==> src/hw/rtl/fbtc_pkg.sv <==
`timescale 1ns / 1ps

package fbtc_pkg;

   localparam logic [7:0] NL_CHAR           = 8'd10;
   localparam logic [7:0] LINE_LENGTH_RESET = 8'd72;
   localparam logic [7:0] ALPHA_BASE        = 8'd65;  // 'A'
   localparam logic [7:0] DIGIT_BASE        = 8'd22;  // '0' - 26
   localparam logic [4:0] ALPHA_COUNT       = 5'd26;
   localparam int         MAX_RESULTS       = 4;

   // register indexes on the csr port
   localparam logic CSR_DECODE_MODE = 1'b0;
   localparam logic CSR_LINE_LENGTH = 1'b1;

   // 5-bit group to text character: A..Z then 0..5
   function automatic logic [7:0] sym_of(input logic [4:0] v);
      logic [7:0] r;
      if (v < ALPHA_COUNT) begin
         r = 8'({3'b000, v}) + ALPHA_BASE;
      end else begin
         r = 8'({3'b000, v}) + DIGIT_BASE;
      end
      return r;
   endfunction

endpackage

==> src/hw/rtl/five_bit_text_codec.sv <==
`timescale 1ns / 1ps

// Channel   Ports                          Payload (lowest bit first)
// --------  -----------------------------  ----------------------------------
// request   req_tvalid/tready/tdata/tuser  tdata: data_in[7:0]; tuser: flush
// response  rsp_tvalid/tready/tdata/tlast  tdata: char_out[7:0]; tlast: last
// csr       csr_we/index/wdata             index 0 decode_mode, 1 line_length
//
// Each accepted transaction waits in an input register until the result buffer
// can take all of its results (up to four), which are worked out there. The
// buffer drains one result per cycle while rsp_tready is high. An item gives
// one or two characters, plus a newline now and then, or none at all. The
// first result passes through the input register and then the result buffer
// before it is offered on the response channel (rsp_tvalid, rsp_tdata).
// The next item is taken while the buffer still drains; a stalled response
// side holds the buffer, then the input register, then req_tready.
// Reset is synchronous and clears mode, line length (to 72), codec state and valid flags.

module five_bit_text_codec (
   input  logic       clock,
   input  logic       reset,
   // request channel
   input  logic       req_tvalid,
   output logic       req_tready,
   input  logic [7:0] req_tdata,   // data_in[7:0]
   input  logic       req_tuser,   // flush
   // response channel
   output logic       rsp_tvalid,
   input  logic       rsp_tready,
   output logic [7:0] rsp_tdata,   // char_out[7:0]
   output logic       rsp_tlast,
   // configuration
   input  logic       csr_we,
   input  logic       csr_index,
   input  logic [7:0] csr_wdata
);

   // configuration registers
   logic       decode_ff;
   logic [7:0] len_ff;

   // codec state
   logic [7:0] acc_ff,  acc_in;
   logic [2:0] fill_ff, fill_in;
   logic [7:0] line_ff, line_in;

   // input register
   logic       in_valid_ff;
   logic [7:0] in_data_ff;
   logic       in_flush_ff;

   // result buffer
   logic       buf_valid_ff;
   logic [7:0] buf_char_ff [fbtc_pkg::MAX_RESULTS];
   logic [2:0] buf_cnt_ff;
   logic [1:0] buf_idx_ff;

   // results of the item in the input register
   logic [7:0] res_char [fbtc_pkg::MAX_RESULTS];
   logic [2:0] res_cnt;

   // encode working values
   logic [15:0] enc_comb;
   logic [3:0]  enc_total;
   logic [4:0]  enc_group;
   logic [7:0]  enc_sym;
   // decode working values
   logic [4:0]  dec_code;
   logic [12:0] dec_comb;
   logic [3:0]  dec_total;

   logic buf_last;
   logic buf_free;
   logic in_go;

   always_comb begin
      for (int i = 0; i < fbtc_pkg::MAX_RESULTS; i++) begin
         res_char[i] = fbtc_pkg::NL_CHAR;
      end
      res_cnt   = 3'd0;
      acc_in    = acc_ff;
      fill_in   = fill_ff;
      line_in   = line_ff;
      enc_comb  = {acc_ff, in_data_ff};
      enc_total = 4'({1'b0, fill_ff}) + 4'd8;
      enc_group = 5'd0;
      enc_sym   = 8'd0;
      dec_code  = (in_data_ff >= fbtc_pkg::ALPHA_BASE)
                  ? 5'(in_data_ff - fbtc_pkg::ALPHA_BASE)
                  : 5'(in_data_ff - fbtc_pkg::DIGIT_BASE);
      dec_comb  = {acc_ff, dec_code};
      dec_total = 4'({1'b0, fill_ff}) + 4'd5;

      if (!decode_ff) begin
         if (in_flush_ff) begin
            // pad the partial group with zeros, then close the line
            if (fill_ff != 3'd0 && fill_ff < 3'd5) begin
               enc_group   = 5'({5'b00000, acc_ff} << (3'd5 - fill_ff));
               res_char[0] = fbtc_pkg::sym_of(enc_group);
               res_char[1] = fbtc_pkg::NL_CHAR;
               res_cnt     = 3'd2;
            end
            acc_in  = 8'd0;
            fill_in = 3'd0;
            line_in = 8'd0;
         end else begin
            // peel off whole 5-bit groups, most significant first
            for (int k = 0; k < 3; k++) begin
               if (enc_total >= 4'd5 && res_cnt <= 3'd2) begin
                  enc_group = 5'(enc_comb >> (enc_total - 4'd5));
                  enc_sym   = fbtc_pkg::sym_of(enc_group);
                  if (line_in >= len_ff) begin
                     res_char[res_cnt[1:0]] = fbtc_pkg::NL_CHAR;
                     res_cnt = res_cnt + 3'd1;
                     line_in = 8'd0;
                  end
                  res_char[res_cnt[1:0]] = enc_sym;
                  res_cnt   = res_cnt + 3'd1;
                  line_in   = line_in + 8'd1;
                  enc_total = enc_total - 4'd5;
               end
            end
            if (enc_total > 4'd7) begin
               enc_total = 4'd7;
            end
            fill_in = enc_total[2:0];
            acc_in  = 8'(enc_comb & ((16'd1 << enc_total) - 16'd1));
         end
      end else begin
         if (in_flush_ff) begin
            // drop trailing partial bits
            acc_in  = 8'd0;
            fill_in = 3'd0;
            line_in = 8'd0;
         end else if (in_data_ff != fbtc_pkg::NL_CHAR) begin
            if (dec_total >= 4'd8) begin
               res_char[0] = 8'(dec_comb >> (dec_total - 4'd8));
               res_cnt     = 3'd1;
               dec_total   = dec_total - 4'd8;
            end
            fill_in = dec_total[2:0];
            acc_in  = 8'(dec_comb & ((13'd1 << dec_total[2:0]) - 13'd1));
         end
      end
   end

   // buffer handshake
   assign buf_last   = ((3'({1'b0, buf_idx_ff}) + 3'd1) == buf_cnt_ff);
   assign buf_free   = !buf_valid_ff || (rsp_tready && buf_last);
   // items with no result leave the input register without the buffer
   assign in_go      = in_valid_ff && (res_cnt == 3'd0 || buf_free);
   assign req_tready = !in_valid_ff || in_go;

   assign rsp_tvalid = buf_valid_ff;
   assign rsp_tdata  = buf_char_ff[buf_idx_ff];
   assign rsp_tlast  = buf_last;

   // control and state
   always_ff @(posedge clock) begin
      if (reset) begin
         decode_ff    <= 1'b0;
         len_ff       <= fbtc_pkg::LINE_LENGTH_RESET;
         acc_ff       <= 8'd0;
         fill_ff      <= 3'd0;
         line_ff      <= 8'd0;
         in_valid_ff  <= 1'b0;
         buf_valid_ff <= 1'b0;
         buf_cnt_ff   <= 3'd0;
         buf_idx_ff   <= 2'd0;
      end else begin
         // advance the codec state as each item leaves the input register
         if (in_go) begin
            acc_ff  <= acc_in;
            fill_ff <= fill_in;
            line_ff <= line_in;
         end

         // the user must write only while idle, which the block does not enforce; a mode write restarts the state
         if (csr_we) begin
            unique case (csr_index)
               fbtc_pkg::CSR_DECODE_MODE: begin
                  decode_ff <= csr_wdata[0];
                  acc_ff    <= 8'd0;
                  fill_ff   <= 3'd0;
                  line_ff   <= 8'd0;
               end
               fbtc_pkg::CSR_LINE_LENGTH: begin
                  len_ff <= csr_wdata;
               end
               default: begin
               end
            endcase
         end

         if (req_tready) begin
            in_valid_ff <= req_tvalid;
         end

         // load a fresh set of results, else step through the current one
         if (in_go && res_cnt != 3'd0) begin
            buf_valid_ff <= 1'b1;
            buf_cnt_ff   <= res_cnt;
            buf_idx_ff   <= 2'd0;
         end else if (buf_valid_ff && rsp_tready) begin
            if (buf_last) begin
               buf_valid_ff <= 1'b0;
            end else begin
               buf_idx_ff <= buf_idx_ff + 2'd1;
            end
         end
      end
   end

   // payload
   always_ff @(posedge clock) begin
      if (req_tready && req_tvalid) begin
         in_data_ff  <= req_tdata;
         in_flush_ff <= req_tuser;
      end
      if (in_go && res_cnt != 3'd0) begin
         for (int i = 0; i < fbtc_pkg::MAX_RESULTS; i++) begin
            buf_char_ff[i] <= res_char[i];
         end
      end
   end

endmodule
==> config.mk <==
export PLATFORM = sky130hd
export DESIGN_NAME = five_bit_text_codec
export DESIGN_NICKNAME = d
export VERILOG_FILES = /design/src/hw/rtl/fbtc_pkg.sv /design/src/hw/rtl/five_bit_text_codec.sv
export SDC_FILE = /design/constraint.sdc
export NUM_CORES = 1
export LEC_CHECK = 0
export ABC_AREA = 1
export CAP_MARGIN = 10
export CORE_ASPECT_RATIO = 1.25
export CORE_MARGIN = 2
export CORE_UTILIZATION = 60
export DETAILED_ROUTE_END_ITERATION = 6
export DONT_BUFFER_PORTS = 1
export PLACE_DENSITY = 0.76
export SLEW_MARGIN = 20
export SYNTH_ARGS = -nofsm -noshare
export SYNTH_HDL_FRONTEND = slang
export SYNTH_SLANG_ARGS = --single-unit
==> constraint.sdc <==
create_clock -name clock -period 7.67 [get_ports clock]
set_input_delay 0 -clock clock [delete_from_list [all_inputs] [get_ports clock]]
set_output_delay 0 -clock clock [all_outputs]
set_load 0.05 [all_outputs]
==> run_results.csv <==
group,metric,value,unit
floorplanning,core,0.0138,mm^2
layout,synthToLayoutAreaGrowth,9.24,%
floorplanning,rows,48,
setup_path,reg2reg_depth,49,
global_route,grt_max_degree,54,
pwr,vdd_drop_max,0.209,mV
layout,final_net_count,1460,
placed_design,io_buffers,0,
layout,final_common_cell,"nand2_1",
cts,cts.sinks,75,
layout,final_cell_mix,"382 x nand2_1, 147 x inv_1, 116 x nor2_1, 108 x o21ai_0, 99 x nand3_1",
global_route,antenna_found_initial,1,
sta,slew_headroom,0.285,
cts,clock_tree.htree_level_count,3,
route,vias,9100,
route,drc,0,
setup_path,max_stage_delay,560,ps
floorplanning,chipHeight,137,um
global_route,grt_pass1_vias,8337,
pwr,leakage,4.31,nW
setup_path,criticalPathCategory,"flop to flop",
setup_path,cp_max_fo,9,
route,dr.first_iter.drc_count,815,
route,dr.pass1.iters,5,
layout,drive_gt1_frac,0.0765,
global_route,grt_overflow,0,
sta,period_share,0.921,
route,wirelength,26.8,mm
sta,fmax,142,MHz
hold_path,hp-class,"input port to flop",
pwr,cellPowerDensity,207,mW/mm^2
cts,clk_pin_slew,60,ps
sta,fin_ws,607,ps
cts,insertion_delay,350,ps
global_route,gr-usage-all-layers,0.365,
synth,synth_nets,1448,
synth,avgSynthCellArea,6.23,um^2
synth,yosys_warnings,0,
global_route,grt_pass1_wl,42.0,mm
floorplanning,io_pins,34,
hold_path,hold_depth,2,
sta,drv_slew,0,
synth,async_reset_ff_frac,0,
sta,setup-violations-final,0,
route,vias_per_cell,5.88,
placed_design,place_ws,-112,ps
setup_path,cp-start-kind,"flop",
cts,cts_tree,"yes",
synth,syn_inst,1356,
cts,clockBufferDepth,2,
placed_design,gp_congestion,1.00,
layout,diodes,0,
job,maxCapViolCount,0,
synth,yosysUniqueCellTypes,57,
floorplanning,die-area,0.0151,mm^2
sta,finalCriticalPeriod,7060,ps
floorplanning,die_w,110,um
setup_path,critical_path_required,7910,ps
synth,synth_edf_count,38,
synth,synth_flop_cell,"edfxtp_1",
sta,hold_viol,0,
route,drtAntennaViolNets,0,
sta,worstMarginPinSlew,1070,ps
layout,fin_util,0.668,
synth,netlist_area,0.00845,mm^2
cts,root_buffer,"clkbuf_16",
run_status,outcome,"finished, final reports clean",
sta,fin_skew,10.2,ps
setup_path,end_kind,"flop",
placed_design,hpwlAfterDp,20.7,mm
layout,nFillCells,1300,
setup_path,crit_top_cell,"nand2_1",
synth,synth_seq_cells,75,
setup_path,arrival,7300,ps
setup_path,crit_slowest_cell,"dlygate4sd3_1",
floorplanning,initial_core_util,0.612,
cts,cts_buffers,9,
route,routedWlPerCell,17.3,um
synth,ys_seq_area_frac,0.223,
==> logic make-up (layout without fill, tap and decap cells) <==
family                     Yosys count  count (layout)  share of synthesized area
AOI/OAI and AO/OA                  297             297                      0.201
xor gates and xnor gates            30              30                     0.0351
adders and majority gates           69              69                      0.102
buffers and inverters              211             228                      0.101
DFF                                 75              75                      0.223
muxes                                4               4                    0.00474
and+or+nand+nor                    670             670                      0.334
==> layer usage <==
metal / track usage / share of wire / up-vias
li1: - / - / 4555
met1: 0.442 / 0.40 / 4068
met2: 0.603 / 0.46 / 376
met3: 0.0590 / 0.071 / 101
met4: 0.218 / 0.065 / 0
met5: 0 / 0 / -
==> path summary, 6_finish.rpt <==
kind,startpoint,endpoint,slack [ps]
worst max-delay path,len_ff[1],in_valid_ff,610
worst min-delay path,reset,len_ff[3],20
worst max register to register,len_ff[1],in_valid_ff,610
worst min register to register,buf_cnt_ff[1],buf_cnt_ff[1],480
==> report_power, final <==
group	total (mW)	internal [mW]	switching [mW]
Sequential	0.481	0.455	0.0256
Combinational	0.972	0.293	0.679
Clock	0.458	0.284	0.174
Total	1.91	1.03	0.879
==> Yosys cell counts, drive strengths merged (6+ instances only) <==
| cell | count | share of area |
|---|---|---|
| a211oi | 8 | 0.0089 |
| a21oi | 72 | 0.043 |
| a31oi | 7 | 0.0052 |
| buf | 21 | 0.016 |
| clkbuf | 23 | 0.010 |
| dfxtp | 37 | 0.088 |
| edfxtp | 38 | 0.14 |
| ha | 69 | 0.10 |
| inv | 165 | 0.073 |
| nand2 | 400 | 0.18 |
| nand3 | 100 | 0.059 |
| nand4 | 21 | 0.016 |
| nor2 | 125 | 0.058 |
| nor3 | 11 | 0.0065 |
| o211ai | 19 | 0.017 |
| o21ai | 149 | 0.090 |
| o22ai | 19 | 0.014 |
| or2 | 6 | 0.0044 |
| xnor2 | 9 | 0.010 |
| xor2 | 21 | 0.025 |
==> sequential cells by signal, indices dropped and copies added, names as in the netlist, named ones only <==
register	flops
in_valid_ff	1
decode_ff	1
buf_idx_ff	2
acc_ff	8
rsp_tvalid	1
line_ff	8
len_ff	8
fill_ff	3
buf_cnt_ff	3
in_flush_ff	1
in_data_ff	8
buf_char_ff	29
==> final cells by class <==
class                   instances  area (um^2)  share of cell area
multi-input cells            1070         5770               0.625
repair buffers                 44          400              0.0434
clock buffers                   9          225              0.0244
clock inverters                 7         92.6              0.0100
repair inverters                1         7.51            0.000813
well taps                     175          219              0.0237
inverters                     167          631              0.0683
flip-flops and latches         75         1880               0.204
==> critical path, delay by kind of cell, from the launching register on <==
| family | cells | cell delay [ps] |
|---|---|---|
| buffers and inverters | 8 | 1330 |
| DFF | 1 | 310 |
| adders and majority gates | 6 | 1490 |
| and+or+nand+nor | 30 | 3220 |
| AOI/OAI and AO/OA | 5 | 600 |
==> metrics by stage <==
step	TNS, ps	area (um^2)	power (mW)	std cells	hold WS (ps)
after floorplan	0	8450	1.21	1356	69.1
after global placement	0	8580	1.40	1505	74.2
after detailed placement	-3200	8580	1.41	1505	75.3
after CTS	0	9140	1.88	1545	4.96
after global routing	-55.1	9230	2.05	1548	26.8
final	0	9230	1.91	1548	17.1
==> repair_timing <==
item	4_1_cts	5_1_grt
gates cloned	1	0
endpoints found under the setup margin	29	74
gates resized for setup	2	18
setup buffers	0	3
pin swaps	0	3
hold buffers	23	0
endpoints found under the hold margin	24	0
(Power assumes the default switching activity.)
